--- src/rtl/core/rdsu_pkg.sv ---
// Shared types and command codes for the pipelined restoring divider.
package rdsu_pkg;

  // Operation selected by an item.
  typedef enum logic [1:0] {
    CMD_UQUOT = 2'd0,
    CMD_UREM  = 2'd1,
    CMD_SQUOT = 2'd2,
    CMD_SREM  = 2'd3
  } cmd_t;

  // Control flags that travel with each item down the pipeline.
  typedef struct packed {
    logic valid;
    logic is_rem;
    logic neg_res;
    logic zero;
  } ctrl_t;

endpackage

--- src/rtl/core/rdsu_step.sv ---
// One restoring division step: shift in a dividend bit, subtract when it fits.
module rdsu_step #(
  parameter int WIDTH = 32
) (
  input  logic                  clk,
  input  logic                  rst_n,
  input  logic [WIDTH-1:0]      rem,
  input  logic [WIDTH-1:0]      nq,
  input  logic [WIDTH-1:0]      den,
  input  rdsu_pkg::ctrl_t       ctrl,
  output logic [WIDTH-1:0]      rem_r,
  output logic [WIDTH-1:0]      nq_r,
  output logic [WIDTH-1:0]      den_r,
  output rdsu_pkg::ctrl_t       ctrl_r
);

  logic [WIDTH:0]   shifted;
  logic [WIDTH:0]   diff;
  logic             fits;
  logic [WIDTH-1:0] rem_nxt;
  logic [WIDTH-1:0] nq_nxt;

  // Trial subtract; the top bit of the difference is the borrow
  always_comb begin
    shifted = {rem, nq[WIDTH-1]};
    diff    = shifted - {1'b0, den};
    fits    = !diff[WIDTH];
    rem_nxt = fits ? diff[WIDTH-1:0] : shifted[WIDTH-1:0];
    nq_nxt  = {nq[WIDTH-2:0], fits};
  end

  // Hold the partial remainder, the dividend/quotient word and the divisor
  always_ff @(posedge clk) begin
    rem_r <= rem_nxt;
    nq_r  <= nq_nxt;
    den_r <= den;
  end

  // Advance control flags
  always_ff @(posedge clk) begin
    if (!rst_n) begin
      ctrl_r <= '0;
    end else begin
      ctrl_r <= ctrl;
    end
  end

endmodule

--- config.mk ---
export PLATFORM = sky130hd
export DESIGN_NAME = rdsu_step
export DESIGN_NICKNAME = d
export VERILOG_FILES = /design/src/rtl/core/rdsu_pkg.sv /design/src/rtl/core/rdsu_step.sv
export SDC_FILE = /design/constraint.sdc
export NUM_CORES = 1
export LEC_CHECK = 0
export BUFFER_PORTS_ARGS = -buffer_cell sky130_fd_sc_hd__buf_4
export CORE_AREA = 2 2 106 108
export CTS_CLUSTER_SIZE = 28
export DETAILED_ROUTE_END_ITERATION = 16
export DIE_AREA = 0 0 108 110
export HOLD_SLACK_MARGIN = 0.12
export PLACE_DENSITY_LB_ADDON = 0.15
export SYNTH_ARGS = -nofsm -noshare
export SYNTH_HDL_FRONTEND = slang
export SYNTH_SLANG_ARGS = --single-unit
--- constraint.sdc ---
create_clock -name clk -period 2.8 [get_ports clk]
set_input_delay 0.42 -clock clk [delete_from_list [all_inputs] [get_ports clk]]
set_output_delay 0.42 -clock clk [all_outputs]
set_load 0.05 [all_outputs]
==> impl_results.md <==
* Status: complete, no violations
* Initial DRT Pass Iterations at 4
* Worst Setup End Kind: flop
* Syn_area_per_cell at 9.66 um2
* Share of cells above drive strength 1 at 39.2%
* DR vias/cell at 4.87
* Setup WS post-layout at 0.158 ns
* Initial core utilization at 41.9%
* Fmax achieved at 0.379 GHz
* Diodes inserted at 0
* H-tree Lvls at 3
* Vias in the first global route at 4,154
* Antenna violations before repair at 0
* Clk slew on worst S/H paths at 0.10 ns
* Commonest non-fill, non-tap cells in the layout: buf_4, dfxtp_1, nand2_1
* Die Wd at 108 um
* Unrepaired setup endpoints after global routing: false
* Req. time, crit path at 3.06 ns
* Min Hold Slack at 0.143 ns
* CTS buffer count at 9
* Post-Syn Instances at 464
* Max VDD drop at 0.346 mV
* Max Slew Vio Count at 0
* End of the critical path: rem_r[27]$_DFF_P_
* Nets at 869
* Setup slack at placement at -0.306 ns
* Hold WC Path Type: primary input to flop
* GPL Wtd Cong at 0.862
* Placed Cells at 839
* Clk root buf: clkbuf_8
* Fin. Hold Viols at 0
* Port Buffers at 201
* Fin area at 6900 um2
* Synth async-reset ratio at 0%
* Ys flop type: dfxtp_1
* Synth Cell Area at 4480 um2
* Detail Route Antenna Nets at 0
* Die height at 110 um
* Post-CTS Setup Inserts at 0
* Crit-path max FO at 15
* Die ar. at 11,900 um2
* Placed cell areas at 6490 um2
* #FFs+latches synth at 100
* DRC viols at 0
* Clock Sink Count at 100
* DR iter-0 viols at 169
* Remaining Overflow, GRT at 0
* Final min period at 2.64 ns
* Vias at 4,267
* Core Region at 10,700 um2
* Final Power at 4.16 mW
* Static Leakage at 3.49 nW
* Fin cells at 877
* Critical Path Start: rem[15]
* PwrDens at 603 nW/um2
* Row count at 38
* Register area share after synthesis at 44.7%
* CTS tree: done
* First-pass GRT wire length at 19,400 um
* CP arrival at 2.90 ns
* Total wire length at 12,900 um
* Yosys top cell area share at 44.7%
* Net Count, Synth at 599
* Worst slew pin tran at 0.456 ns
* Gr usage total at 21.1%
* Detailed placement HPWL at 10,200 um
* Final core occ at 64.5%
* Slew margin rel. at 69.3%
* Setup Viol. Count Final at 0
* Clock Tree Buf Depth at 2
* CP Class: primary input to flop
* Leading area contributor after synthesis: dfxtp_1
* Commonest non-fill, non-tap cell in the layout: buf_4
* Crit path launch type: primary input
* Netlist cell types at 49
* Fin Setup TNS at 0 ns
* Fin crit share at 94.3%
* Drt wl/cell at 14.7 um
* Ports at 202
* Max-cap check violation count at 0
* Area Overhead vs Synth at 54.0%
* Area contributors post-synth: dfxtp_1, ha_1, mux2_4, a21oi_1, nand2_1
* Synth Warn # at 0
* Number of synthesized flops with an enable pin at 0
* Largest net degree at the start of global routing at 17
-- flip-flops by register name (all words and copies together), names as in the netlist --
register  count
rem_r        32
nq_r         32
ctrl_r        4
den_r        32
-- Yosys cell counts (all sizes together), types with 4 or more instances --
cell / n
xor2: 10
clkbuf: 11
a21oi: 36
nor3: 4
inv: 42
a21o: 15
nor2: 16
and3: 6
dfxtp: 100
o211ai: 9
nand2: 44
nand4: 7
xnor2: 14
o31ai: 5
nor2b: 5
mux2: 18
buf: 4
nand2b: 5
nand3: 11
ha: 32
a211oi: 4
o21bai: 5
o21a: 6
o21ai: 24
and2: 7
-- power by group --
group | total, mW | internal, mW | switching (mW) | leakage (nW)
clock | 0.815 | 0.318 | 0.497 | 0.0780
sequential | 1.63 | 1.58 | 0.0476 | 0.843
combinational | 1.72 | 0.690 | 1.03 | 2.57
-- repair_timing --
item / CTS / global route
hold buffers: 6 / 18
gates resized for setup: 0 / 2
setup endpoints to repair: 0 / 24
hold endpoints to repair: 6 / 18
-- worst max-delay path: stages --
cell and delay [ns]:
buf_4 0.11, ha_1 0.39, a21oi_4 0.18, o211ai_1 0.11, a221o_1 0.35, a211o_1 0.31, o211ai_1 0.26, o211ai_4 0.12
buf_4 0.22, o41ai_1 0.42
-- logic make-up (layout without fill, tap and decap cells) --
kind of cell,Yosys count,in the layout,share of synthesized area (%)
xor gates and xnor gates,24,24,4.69
DFF,100,100,44.7
adders and majority gates,33,33,9.38
buffers and inverters,57,330,5.31
and+or+nand+nor,112,112,12.1
muxes,18,18,6.03
AOI/OAI and AO/OA,120,120,17.8
-- worst min path at each step --
stage	from	slack [ns]	cells after the start	end
2_1_floorplan	den[0]	0.45	0	den_r[0]$_DFF_P_
3_3_place_gp	nq[15]	0.52	1	nq_r[16]$_DFF_P_
3_5_place_dp	nq[14]	0.53	1	nq_r[15]$_DFF_P_
4_1_cts	nq[13]	0.12	1	nq_r[14]$_DFF_P_
5_1_grt	nq[1]	0.11	1	nq_r[2]$_DFF_P_
6_report	nq[1]	0.14	1	nq_r[2]$_DFF_P_
-- cell type report --
class	instances	area [um2]
flip-flops and latches	100	2000
fillers	893	3800
repair buffers	274	2150
inverters	42	158
clock buffers	9	124
multi-input cells	307	2250
well taps	140	175
clock inverters	5	37.5
-- routing by layer --
layer / global-route usage, % / vias up / wire, um
met4: 5.95 / 0 / 108
met5: 0 / - / 0
met2: 38.4 / 160 / 6430
met3: 5.94 / 8 / 949
li1: - / 2151 / -
met1: 24.2 / 1948 / 5380
(Power assumes the default switching activity.)
