`config.mk`:
```
export PLATFORM = sky130hd
export DESIGN_NAME = rdsu_fix
export DESIGN_NICKNAME = d
export VERILOG_FILES = /design/src/rtl/core/rdsu_pkg.sv /design/src/rtl/core/rdsu_fix.sv
export SDC_FILE = /design/constraint.sdc
export NUM_CORES = 1
export LEC_CHECK = 0
export ABC_AREA = 1
export BUFFER_PORTS_ARGS = -buffer_cell sky130_fd_sc_hd__buf_2
export CAP_MARGIN = 10
export CORE_AREA = 4 4 76 78
export DETAILED_ROUTE_END_ITERATION = 8
export DIE_AREA = 0 0 80 82
export GPL_ROUTABILITY_DRIVEN = 0
export PLACE_DENSITY = 0.8
export SETUP_SLACK_MARGIN = 0.02
export SYNTH_ARGS = -nofsm -noshare
export SYNTH_HDL_FRONTEND = slang
export SYNTH_SLANG_ARGS = --single-unit
export TNS_END_PERCENT = 100
```
`constraint.sdc`:
```
create_clock -name clk -period 1.8 [get_ports clk]
set_input_delay 0 -clock clk [delete_from_list [all_inputs] [get_ports clk]]
set_output_delay 0 -clock clk [all_outputs]
set_load 0.05 [all_outputs]
```
`src/rtl/core/rdsu_pkg.sv`:
```
// Shared types and command codes for the pipelined restoring divider.
package rdsu_pkg;

  // Operation selected by an item.
  typedef enum logic [1:0] {
    CMD_UQUOT = 2'd0,
    CMD_UREM  = 2'd1,
    CMD_SQUOT = 2'd2,
    CMD_SREM  = 2'd3
  } cmd_t;

  // Control flags that travel with each item down the pipeline.
  typedef struct packed {
    logic valid;
    logic is_rem;
    logic neg_res;
    logic zero;
  } ctrl_t;

endpackage

```
`src/rtl/core/rdsu_fix.sv`:
```
// Result stage: pick quotient or remainder, apply sign, zero for a zero divisor.
module rdsu_fix #(
  parameter int WIDTH = 32
) (
  input  logic                  clk,
  input  logic                  rst_n,
  input  logic [WIDTH-1:0]      rem,
  input  logic [WIDTH-1:0]      quot,
  input  rdsu_pkg::ctrl_t       ctrl,
  output logic                  valid_r,
  output logic [WIDTH-1:0]      result_r
);

  logic [WIDTH-1:0] pick;
  logic [WIDTH-1:0] result_nxt;

  // Select and negate
  always_comb begin
    pick = ctrl.is_rem ? rem : quot;
    if (ctrl.zero) begin
      result_nxt = '0;
    end else if (ctrl.neg_res) begin
      result_nxt = -pick;
    end else begin
      result_nxt = pick;
    end
  end

  // Hold the result
  always_ff @(posedge clk) begin
    result_r <= result_nxt;
  end

  // Raise the strobe for one cycle per item
  always_ff @(posedge clk) begin
    if (!rst_n) begin
      valid_r <= 1'b0;
    end else begin
      valid_r <= ctrl.valid;
    end
  end

endmodule

```
==> insert_results.sql <==
INSERT INTO impl_metrics (metric_group, metric, value, unit) VALUES
('yosys', 'synth-edff-count', '0', ''),
('clocking', 'ctsLongestPathBuffers', '2', ''),
('yosys', 'synth_seq_cells', '33', ''),
('floorplan', 'floorplan.initialDensity', '0.484', ''),
('setup_path', 'crit_path_start_kind', 'primary input', ''),
('placed_design', 'placed_cells', '620', ''),
('final_layout', 'final_net_count', '631', ''),
('clocking', 'htree_num_levels', '2', ''),
('routing', 'dr.first_iter.drc_count', '246', ''),
('clocking', 'path_clk_slew', '70', 'ps'),
('sta', 'timing.final.crit_period', '1400', 'ps'),
('run', 'total_of_max_cap_violations', '0', ''),
('clocking', 'number_of_buffers_added_by_the_clock_tree_synthesis_step', '5', ''),
('power_and_ir_drop', 'power-per-cell-area', '684', 'nW/um^2'),
('global_route', 'grt_first_pass_wirelength', '10800', 'microns'),
('clocking', 'post_cts_buffers', '0', ''),
('sta', 'timing.final.crit_share', '0.776', ''),
('setup_path', 'critical_path_capture_point', 'result_r[28]', ''),
('placed_design', 'port_buffers', '102', ''),
('yosys', 'synth_top_cells_by_count', 'sky130_fd_sc_hd__nand2_1, sky130_fd_sc_hd__nor2_1, sky130_fd_sc_hd__inv_1', ''),
('sta', 'grt_setup_unrepaired', 'false', ''),
('global_route', 'first_global_vias', '2490', ''),
('routing', 'postRouteWirelength', '6890', 'microns'),
('setup_path', 'worst_setup_path_startpoint', 'ctrl[2]', ''),
('global_route', 'grt_usage', '0.207', ''),
('clocking', 'root_buffer', 'sky130_fd_sc_hd__clkbuf_8', ''),
('sta', 'worst_slew_margin_rel', '0.603', ''),
('clocking', 'tritoncts', 'built', ''),
('setup_path', 'largest_fanout_of_any_net_on_the_critical_path', '8', ''),
('yosys', 'synth.largest_area_cell', 'sky130_fd_sc_hd__nand2_1', ''),
('setup_path', 'worst_ep_required_time', '1970', 'ps'),
('global_route', 'overflow', '0', ''),
('yosys', 'synth.avg_cell_area', '5.38', 'sq um'),
('routing', 'drt_drc_violations_left', '0', ''),
('yosys', 'netlist_top_cells_area', 'sky130_fd_sc_hd__nand2_1, sky130_fd_sc_hd__dfxtp_1, sky130_fd_sc_hd__nor2_1', ''),
('global_route', 'number_of_antenna_violations_at_the_first_check_in_global_routing', '0', ''),
('clocking', 'clock_net_sink_count', '33', ''),
('power_and_ir_drop', 'leakage', '1.85', 'nW'),
('yosys', 'postSynthCellCount', '457', ''),
('setup_path', 'timing.critical_path.arrival', '1570', 'ps'),
('floorplan', 'floorplan.die_area', '6560', 'sq um'),
('yosys', 'netlist.area_leader.share', '0.309', ''),
('final_layout', 'layout-area-overhead-vs-synth', '26.7', '%'),
('yosys', 'synth.yosys.warnings', '0', ''),
('floorplan', 'die_w', '80', 'microns'),
('final_layout', 'nFillCells', '522', ''),
('setup_path', 'criticalPathCategory', 'primary input to flop', ''),
('sta', 'tightestPinTransition', '594', 'ps'),
('power_and_ir_drop', 'vdd.ir_drop.worst', '0.345', 'mV'),
('sta', 'fin_tns_setup', '0', 'ps'),
('hold_path', 'hold_path.class', 'primary input to flop', ''),
('floorplan', 'cell_rows', '26', ''),
('sta', 'timing_hold_violations_final', '0', ''),
('yosys', 'synth.yosys.seq_area_share', '0.269', ''),
('routing', 'detailed_route_via_count', '3013', ''),
('sta', 'max_freq', '716', 'MHz'),
('floorplan', 'floorplan.io_pins', '103', ''),
('routing', 'drtPass1Iterations', '5', ''),
('sta', 'final-setup-viol-count', '0', ''),
('floorplan', 'chipHeight', '82', 'microns'),
('routing', 'vias_per_cell', '4.77', ''),
('floorplan', 'core', '5070', 'sq um'),
('placed_design', 'detailedPlacementHpwl', '5630', 'microns'),
('sta', 'final_report_max_slew_violation_count', '0', ''),
('yosys', 'synth_nets', '528', ''),
('final_layout', 'instances_no_fill', '631', ''),
('final_layout', 'antenna-diode-count', '0', ''),
('yosys', 'dominantRegCellSynth', 'sky130_fd_sc_hd__dfxtp_1', ''),
('routing', 'detail_route.wl_per_cell', '10.9', 'microns'),
('setup_path', 'crit_path_capture_type', 'flop', ''),
('yosys', 'synth-async-reset-ratio', '0', ''),
('yosys', 'area_of_the_mapped_netlist', '2460', 'sq um'),
('routing', 'drt.antenna.violating_nets', '0', ''),
('global_route', 'largest_net_degree_at_the_start_of_global_routing', '31', ''),
('final_layout', 'drive_above_1_share', '0.246', ''),
('yosys', 'yosys.cell_types.count', '25', ''),
('outcome', 'run_status', 'completed', ''),
('yosys', 'yosys.cell_count.top_type', 'sky130_fd_sc_hd__nand2_1', '');
[flip-flops by register name, summed over array words and instances, names as in the netlist]
signal	count
valid_r	1
result_r	32
[timing repair]
item	in CTS	in global routing
hold buffers	3	0
resized for setup	0	0
hold endpoints to repair	4	0
[per-stage QoR]
step	area [sq um]	hold slack, ps	util	total power [mW]	setup WS, ps
floorplan	2460	72.4	-	1.39	387
global placement	3000	174	0.591	1.59	220
detailed placement	3000	188	0.591	1.60	159
CTS	3110	78.1	0.613	2.13	452
global route	3110	97.7	0.613	2.26	212
finish	3110	76.8	0.613	2.13	403
[cells by family (layout without fill, tap and decap cells)]
| kind of cell | after synthesis | count (layout) | synth area share |
|---|---|---|---|
| AO/OA/AOI/OAI | 40 | 40 | 0.0866 |
| adder cells (fa/ha/maj) | 1 | 1 | 0.00509 |
| buffers and inverters | 64 | 168 | 0.116 |
| flip-flops | 33 | 33 | 0.269 |
| multiplexers | 1 | 1 | 0.00407 |
| AND/OR/NAND/NOR | 318 | 318 | 0.520 |
[metal layers]
layer	wire length, microns	vias to the layer above	GRT usage
li1	-	1587	-
met4	103	0	0.0726
met5	0	-	0
met3	785	10	0.0373
met2	2970	162	0.325
met1	3030	1254	0.285
[where the power goes]
group / switching [mW] / total [mW] / internal (mW)
Combinational: 0.562 / 0.791 / 0.229
Clock: 0.268 / 0.536 / 0.268
Sequential: 0.0116 / 0.802 / 0.791
Total: 0.842 / 2.13 / 1.29
[worst min-delay path by stage]
stage	start	end	slack [ps]	cells after the start
after floorplan	ctrl[0]	result_r[0]	70	1
after global placement	ctrl[3]	valid_r	170	3
after detailed placement	ctrl[3]	valid_r	190	3
after CTS	quot[31]	result_r[31]	80	4
after global routing	quot[31]	result_r[31]	100	4
final	quot[31]	result_r[31]	80	4
[placed cells by master (no fill, tap or decap)]
| master | instances |
|---|---|
| sky130_fd_sc_hd__inv_2 | 1 |
| sky130_fd_sc_hd__nor2_1 | 74 |
| sky130_fd_sc_hd__o21ai_1 | 7 |
| sky130_fd_sc_hd__nand3_2 | 1 |
| sky130_fd_sc_hd__ha_1 | 1 |
| sky130_fd_sc_hd__nor3_1 | 3 |
| sky130_fd_sc_hd__nor2_2 | 7 |
| sky130_fd_sc_hd__nand3_1 | 18 |
| sky130_fd_sc_hd__inv_1 | 48 |
| sky130_fd_sc_hd__nand2_1 | 202 |
| sky130_fd_sc_hd__mux2i_1 | 1 |
| sky130_fd_sc_hd__o211ai_1 | 1 |
| sky130_fd_sc_hd__dfxtp_1 | 33 |
| sky130_fd_sc_hd__buf_4 | 6 |
| sky130_fd_sc_hd__o21ai_2 | 2 |
| sky130_fd_sc_hd__a21oi_1 | 19 |
| sky130_fd_sc_hd__clkbuf_1 | 1 |
| sky130_fd_sc_hd__nand2_2 | 12 |
| sky130_fd_sc_hd__clkbuf_8 | 5 |
| sky130_fd_sc_hd__clkinv_2 | 2 |
| sky130_fd_sc_hd__o21a_1 | 1 |
| sky130_fd_sc_hd__buf_2 | 102 |
| sky130_fd_sc_hd__dlygate4sd3_1 | 3 |
| sky130_fd_sc_hd__o21ai_0 | 10 |
| sky130_fd_sc_hd__nand3b_1 | 1 |
[area by class of cell]
type / instances / area, sq um / area share
Multi-Input combinational cell: 360 / 1510 / 0.486
Sequential cell: 33 / 661 / 0.212
Timing Repair Buffer: 111 / 586 / 0.188
Inverter: 49 / 184 / 0.0591
Tap cell: 70 / 87.6 / 0.0281
Clock buffer: 6 / 72.6 / 0.0233
Clock inverter: 2 / 10.0 / 0.00322
[critical path, stage by stage]
cell and delay [ps]:
sky130_fd_sc_hd__buf_2 160, sky130_fd_sc_hd__buf_4 160, sky130_fd_sc_hd__nand2_1 50, sky130_fd_sc_hd__nand2_1 120
sky130_fd_sc_hd__ha_1 240, sky130_fd_sc_hd__nand3_1 90, sky130_fd_sc_hd__nor2_1 140, sky130_fd_sc_hd__nand3_1 180
sky130_fd_sc_hd__o21ai_2 220, sky130_fd_sc_hd__nand3_1 100, sky130_fd_sc_hd__nand2_1 60, sky130_fd_sc_hd__nor2_1 40
Power figures use the tool's default switching activity.
