## src/rtl/core/rdsu_pkg.sv

```systemverilog
// Shared types and command codes for the pipelined restoring divider.
package rdsu_pkg;

  // Operation selected by an item.
  typedef enum logic [1:0] {
    CMD_UQUOT = 2'd0,
    CMD_UREM  = 2'd1,
    CMD_SQUOT = 2'd2,
    CMD_SREM  = 2'd3
  } cmd_t;

  // Control flags that travel with each item down the pipeline.
  typedef struct packed {
    logic valid;
    logic is_rem;
    logic neg_res;
    logic zero;
  } ctrl_t;

endpackage

```

## src/rtl/core/rdsu_prep.sv

```systemverilog
// Operand stage: decode the command, take magnitudes, flag a zero divisor.
module rdsu_prep #(
  parameter int WIDTH = 32
) (
  input  logic                  clk,
  input  logic                  rst_n,
  input  logic                  take,
  input  logic [1:0]            command,
  input  logic [WIDTH-1:0]      dividend,
  input  logic [WIDTH-1:0]      divisor,
  output logic [WIDTH-1:0]      num_r,
  output logic [WIDTH-1:0]      den_r,
  output rdsu_pkg::ctrl_t       ctrl_r
);

  rdsu_pkg::cmd_t  cmd;
  logic            is_signed;
  logic            num_neg;
  logic            den_neg;
  logic [WIDTH-1:0] num_nxt;
  logic [WIDTH-1:0] den_nxt;
  rdsu_pkg::ctrl_t ctrl_nxt;

  // Decode and take magnitudes for signed commands
  always_comb begin
    cmd                = rdsu_pkg::cmd_t'(command);
    is_signed          = (cmd == rdsu_pkg::CMD_SQUOT) || (cmd == rdsu_pkg::CMD_SREM);
    num_neg            = is_signed && dividend[WIDTH-1];
    den_neg            = is_signed && divisor[WIDTH-1];
    num_nxt            = num_neg ? (-dividend) : dividend;
    den_nxt            = den_neg ? (-divisor) : divisor;
    ctrl_nxt.valid     = take;
    ctrl_nxt.is_rem    = (cmd == rdsu_pkg::CMD_UREM) || (cmd == rdsu_pkg::CMD_SREM);
    ctrl_nxt.neg_res   = ctrl_nxt.is_rem ? num_neg : (num_neg ^ den_neg);
    ctrl_nxt.zero      = (divisor == '0);
  end

  // Hold operands
  always_ff @(posedge clk) begin
    num_r <= num_nxt;
    den_r <= den_nxt;
  end

  // Advance control flags
  always_ff @(posedge clk) begin
    if (!rst_n) begin
      ctrl_r <= '0;
    end else begin
      ctrl_r <= ctrl_nxt;
    end
  end

endmodule

```

## config.mk

```make
export PLATFORM = sky130hd
export DESIGN_NAME = rdsu_prep
export DESIGN_NICKNAME = d
export VERILOG_FILES = /design/src/rtl/core/rdsu_pkg.sv /design/src/rtl/core/rdsu_prep.sv
export SDC_FILE = /design/constraint.sdc
export NUM_CORES = 1
export LEC_CHECK = 0
export BUFFER_PORTS_ARGS = -buffer_cell sky130_fd_sc_hd__clkbuf_2
export CAP_MARGIN = 20
export CELL_PAD_IN_SITES_DETAIL_PLACEMENT = 0
export CELL_PAD_IN_SITES_GLOBAL_PLACEMENT = 2
export CORE_MARGIN = 1
export CORE_UTILIZATION = 28
export DETAILED_ROUTE_END_ITERATION = 10
export GPL_ROUTABILITY_DRIVEN = 1
export PLACE_DENSITY = 0.85
export SYNTH_ARGS = -nofsm -noshare
export SYNTH_HDL_FRONTEND = slang
export SYNTH_SLANG_ARGS = --single-unit
```

## constraint.sdc

```tcl
create_clock -name clk -period 3.8 [get_ports clk]
set_input_delay 0 -clock clk [delete_from_list [all_inputs] [get_ports clk]]
set_output_delay 0 -clock clk [all_outputs]
set_load 0.02 [all_outputs]
```

==> results.yml, run 1 <==
setup_path:
  crit_arrival_ps: 2870
  crit_top_cell: "dlygate4sd3_1"
  cp-end-kind: "flop"
  critical_path_class: "in2reg"
  path_cells: "dlygate4sd3_1 -> clkbuf_2 -> or4_4 -> or3_4 -> nand4b_4 -> nor4_1 -> nor4bb_1 -> dlygate4sd3_1"
  crit_path_start_kind: "input pin"
  required_ps: 4070
  cp_max_fo: 9
  max_stage_delay_ps: 570
  critPathSlowestCell: "dlygate4sd3_1"
drt:
  drc: 0
  wirelength_mm: 7.661
  wl_per_cell_um: 12.36
  drt-initial-drc-count: 31
  via_count: 2718
  drtAntennaViolNets: 0
  drt_pass1_iterations: 4
  viasPerCell: 4.384
final_layout:
  nFillCells: 914
  fin_nets: 559
  layoutNonFillerInstCount: 620
  antennaDiodeCount: 0
  syn_to_final_growth_pct: 61.99
  ff_latch_area_um2: 1361
  multi_input_area_um2: 1360
  layout-drive-gt1-share_pct: 32.59
grt:
  grt_pass1_vias: 2730
  grt-ovfl-total: 0
  grt_use_total_pct: 15.24
  antenna_found_initial: 0
  grt_pass1_wl_mm: 12.19
  grt_max_degree: 18
pwr:
  swShare_pct: 28.24
  p_per_area_nw_per_um2: 383.3
  p_comb_share_pct: 22.4
  power_frac_clock_pct: 30.9
  p_int_uw: 1236
  p_leak_uw: 0.002049
  switching_power_uw: 486.6
  seqPwrFrac_pct: 46.7
  vdd_drop_max_v: 0.0001480
floorplanning:
  dieArea_um2: 10310
  rows: 35
  start_util_pct: 29.48
  die_h_um: 101.6
  coreArea_um2: 9415
  die_w_um: 101.6
  ioPinCount: 137
yosys:
  syn_avg_cell_area_um2: 10.09
  synth-main-ff-cell: "dfxtp_1"
  syn-cell-area_um2: 2775
  syn-num-nets: 346
  yosysWarnings: 0
  synth_edf_count: 0
  synth-seq-cells: 68
  synthArstFlopShare_pct: 0
  ys_types: 35
  synth-seq-area-share_pct: 49.05
  syn-instance-count: 275
placement:
  dp_hpwl_mm: 5.457
  place_congestion: 0.7425
  dp.cells: 533
  io_buffer_count: 136
clock_tree:
  cts_hold_buf: 73
  clock_sinks: 68
  numCtsBuffers: 9
  cts_setup_buffers: 0
  post_cts_resized: 0
  cts_tree: "yes"
  cts_htree_levels: 3
  clockRootBuffer: "clkbuf_8"
  cts_max_path_buffers: 2
  cts.clk_slew.worst_paths_ps: 60
sta:
  drv_slew: 0
  fin_setup_tns_ps: 0
  period_needed_ps: 2602
  slew_headroom_pct: 57.72
  hold_violations: 0
  rsz0062_at_grt: "false"
  fmax_mhz: 384.3
  worstMarginPinSlew_ps: 634.1
  fin_crit_sh_pct: 68.48
  setup_viol: 0
min_path:
  hold_class: "in2reg"
status:
  status: "finished, final reports clean"
flow_run:
  max_cap_viol_count: 0
==> cells in the mapped netlist, types with 3 or more instances <==
master | instances | area [um^2]
o31ai_1 | 12 | 90.09
or4_1 | 7 | 52.55
dfxtp_1 | 68 | 1361
nand3_1 | 3 | 15.01
inv_1 | 7 | 26.28
and2_1 | 5 | 31.28
xnor2_1 | 32 | 280.3
and3_1 | 3 | 18.77
nor2_1 | 22 | 82.58
o41ai_1 | 4 | 35.03
a21oi_1 | 19 | 95.09
clkbuf_1 | 6 | 22.52
xor2_1 | 27 | 236.5
or3_1 | 5 | 31.28
o21ai_0 | 13 | 65.06
nand2_1 | 8 | 30.03
nor3_1 | 8 | 40.04
nor4_1 | 4 | 25.02
==> stage by stage <==
step | hold WS, ps | cell area [um^2] | worst slack [ps] | power (uW) | util, %
2_1_floorplan | 27.72 | 2775 | 2087 | 1001 | -
3_3_place_gp | 137.3 | 3590 | 1868 | 1147 | 38.13
3_5_place_dp | 136.8 | 3590 | 1825 | 1147 | 38.13
4_1_cts | 323.6 | 4496 | 1189 | 1760 | 47.75
5_1_grt | 360.2 | 4496 | 1013 | 1825 | 47.75
6_report | 379.2 | 4496 | 1198 | 1723 | 47.75
==> critical path: cells and delay by family <==
kind | cells | cell delay, ps
simple gates | 5 | 1650
buf+inv | 3 | 1230
==> cell type report <==
type	count	share of cell area (%)
Clock buffer	12	3.674
Clock inverter	2	0.2227
Inverter	7	0.5845
Multi-Input combinational cell	193	30.25
Sequential cell	68	30.28
Tap cell	129	3.590
Timing Repair Buffer	209	31.39
==> sequential cells by signal (all words and copies together), names as in the netlist <==
name and count:
ctrl_r 4, num_r 32, den_r 32
==> path summary, 6_finish.rpt <==
check              endpoint   startpoint  cells after the start  slack (ps)
max    ctrl_r[0]$_SDFF_PN0_  divisor[12]                      8        1200
min        den_r[0]$_DFF_P_   divisor[0]                      2         380
==> metal layers <==
layer  wire [um]  up-vias  track usage, %
met4          98        0           5.351
met5           0        -               0
met1        3250     1220           17.02
met3         597       10           4.279
li1            -     1377               -
met2        3715      111           27.55
==> logic make-up (layout without fill, tap and decap cells) <==
group,count (synthesis),in the layout,synth area share [%]
AND/OR/NAND/NOR,80,80,17.54
buffers and inverters,14,230,1.939
flip-flops,68,68,49.05
adder cells (fa/ha/maj),2,2,0.9016
AO/OA/AOI/OAI,52,52,11.95
XOR/XNOR,59,59,18.62
==> cells in the final DEF (no fill, tap or decap), drive strengths merged, types with 2 or more instances in the layout <==
| master | n |
|---|---|
| a21oi | 19 |
| dlygate4sd3 | 73 |
| clkinv | 2 |
| inv | 7 |
| o31ai | 12 |
| ha | 2 |
| and3 | 3 |
| nand2 | 8 |
| xnor2 | 32 |
| xor2 | 27 |
| or4 | 8 |
| nand3 | 3 |
| or3 | 7 |
| nand2b | 2 |
| and2 | 5 |
| nor4 | 5 |
| dfxtp | 68 |
| clkbuf | 148 |
| o21ai | 13 |
| nor2 | 22 |
| or2 | 3 |
| o41ai | 6 |
| nor3 | 8 |
==> power groups by stage <==
stage	sequential, uW	combinational (uW)	clock, uW
2_1_floorplan	911	89.8	0
3_3_place_gp	819	327	0
3_5_place_dp	820	328	0
4_1_cts	804	387	569
5_1_grt	809	420	595
6_report	804	386	533
Note: power is estimated with default switching activity, not from simulation.
==> inputs of run 2 (changes only) <==
- ABC_AREA: default -> 1
- CORE_UTILIZATION: 28 -> 23
- PLACE_DENSITY: 0.85 -> 0.78
- clock period: 3.8 -> 2.37 ns (I/O delays scaled with it)
==> results.yml, run 2 <==
setup_path:
  cp_top_family: "buffers and inverters"
  crit_arrival_ps: 2120
  crit_path_start_kind: "input pin"
  cp-end-kind: "flop"
  max_stage_delay_ps: 550
  path_cells: "dlygate4sd3_1 -> clkbuf_2 -> nand2_2 -> inv_2 -> o21ai_0 -> a21oi_1 -> dlygate4sd3_1"
  critical_path_class: "in2reg"
  crit_top_cell: "dlygate4sd3_1"
  critPathSlowestCell: "dlygate4sd3_1"
  critical_path_buf_inv_count: 4
  required_ps: 2660
  cp_max_fo: 23
yosys:
  syn-num-nets: 566
  synthArstFlopShare_pct: 0
  synth-seq-cells: 68
  ys_types: 28
  syn-cell-area_um2: 3417
  synthMostInstantiatedCell: "nand2_1"
  yosysWarnings: 0
  synth_edf_count: 0
  synthTopCellsByArea: "dfxtp_1, nand2_1, nor2_1, nand3_1, inv_1"
  syn_avg_cell_area_um2: 6.903
  synth-seq-area-share_pct: 39.84
  synth-main-ff-cell: "dfxtp_1"
  synth_top_cell_by_area: "dfxtp_1"
  synth_top_area_share_pct: 39.84
  synthTopCellsByCount: "nand2_1, nor2_1, dfxtp_1"
  syn-instance-count: 495
drt:
  drc: 0
  drt-initial-drc-count: 165
  drt_pass1_iterations: 4
  drtAntennaViolNets: 0
  via_count: 3720
  wirelength_mm: 11.45
  wl_per_cell_um: 12.79
  viasPerCell: 4.156
sta:
  drv_slew: 0
  rsz0062_at_grt: "false"
  worstMarginPinSlew_ps: 429.4
  setup_viol: 0
  slew_headroom_pct: 71.33
  fmax_mhz: 546.3
  period_needed_ps: 1830
  fin_setup_tns_ps: 0
  fin_crit_sh_pct: 77.24
  hold_violations: 0
floorplanning:
  coreArea_um2: 14530
  ioPinCount: 137
  start_util_pct: 23.51
  rows: 44
  dieArea_um2: 15350
  die_w_um: 123.9
  die_h_um: 123.9
final_layout:
  layout-drive-gt1-share_pct: 25.46
  multi_input_area_um2: 1810
  layout_common_cells: "nand2_1, clkbuf_2, nor2_1"
  nFillCells: 1590
  final_core_util_pct: 36.32
  mostFrequentLayoutCell: "nand2_1"
  fin_nets: 777
  ff_latch_area_um2: 1361
  syn_to_final_growth_pct: 54.49
  largestRegisters: "den_r: 32 flops, num_r: 32 flops, ctrl_r: 4 flops"
  antennaDiodeCount: 0
pwr:
  vdd_drop_max_v: 0.0003263
  p_per_area_nw_per_um2: 649.5
  p_leak_uw: 0.002616
placement:
  place_congestion: 0.7924
  dp_hpwl_mm: 8.859
  io_buffer_count: 136
clock_tree:
  cts_max_path_buffers: 2
  clockRootBuffer: "clkbuf_16"
  clock_sinks: 68
  cts_tree: "yes"
  numCtsBuffers: 9
  cts_htree_levels: 3
  cts.clk_slew.worst_paths_ps: 60
  post_cts_resized: 0
  cts_setup_buffers: 0
grt:
  antenna_found_initial: 0
  grt_pass1_wl_mm: 17.02
  grt_use_total_pct: 15.02
  grt_max_degree: 24
  grt_pass1_vias: 3543
  grt-ovfl-total: 0
status:
  status: "finished, final reports clean"
min_path:
  hold_class: "in2reg"
flow_run:
  max_cap_viol_count: 0
-- run 2: report_power, final --
part	internal [uW]	switching (uW)	leakage (uW)
clock network	868	502	0.000149
registers	1260	35.5	0.000573
logic	299	460	0.00189
total	2430	997	0.00262
-- run 2: cells by family (layout without fill, tap and decap cells) --
group	after synthesis	after routing	share of synthesized area (%)
buffers and inverters	57	273	7.177
AO/OA/AOI/OAI	28	28	5.053
flip-flops	68	68	39.84
XOR/XNOR	34	34	8.715
AND/OR/NAND/NOR	306	306	38.48
adder cells (fa/ha/maj)	2	2	0.7322
-- run 2: metrics by stage --
stage	instance area [um^2]	total power (uW)	hold WS [ps]	std cells	setup WS, ps
finish	5279	3429	2.520	895	539.5
global route	5279	3602	10.08	895	399.8
CTS	5279	3481	2.153	895	571.7
global placement	4274	1996	123.6	809	998.7
detailed placement	4274	1998	125.1	809	983.6
floorplan	3417	1723	27.72	495	1365
-- run 2: what timing repair did --
| action | in CTS | in global routing |
|---|---|---|
| endpoints found under the setup margin | 0 | 0 |
| endpoints found under the hold margin | 66 | 0 |
| hold buffers | 70 | 0 |
-- run 2: area by class of cell --
cell class / count / share of cell area, %
Clock buffer: 12 / 4.859
Clock inverter: 4 / 0.9007
Inverter: 51 / 3.626
Multi-Input combinational cell: 370 / 34.30
Sequential cell: 68 / 25.79
Tap cell: 184 / 4.361
Timing Repair Buffer: 206 / 26.17
-- run 2: path summary, 6_finish.rpt --
| path | start | end | slack [ps] | cells past startpoint |
|---|---|---|---|---|
| setup / recovery | command[1] | ctrl_r[1]$_SDFF_PN0_ | 540 | 7 |
| hold / removal | dividend[1] | num_r[1]$_DFF_P_ | 3 | 3 |
-- run 2: metal layers --
layer  up-vias  wire length [um]  global-route usage [%]
li1       1950                 -                       -
met1      1663              5117                   18.33
met2        91              5480                   24.69
met3        16               617                   4.121
met4         0               229                   6.325
met5         -                 0                       0
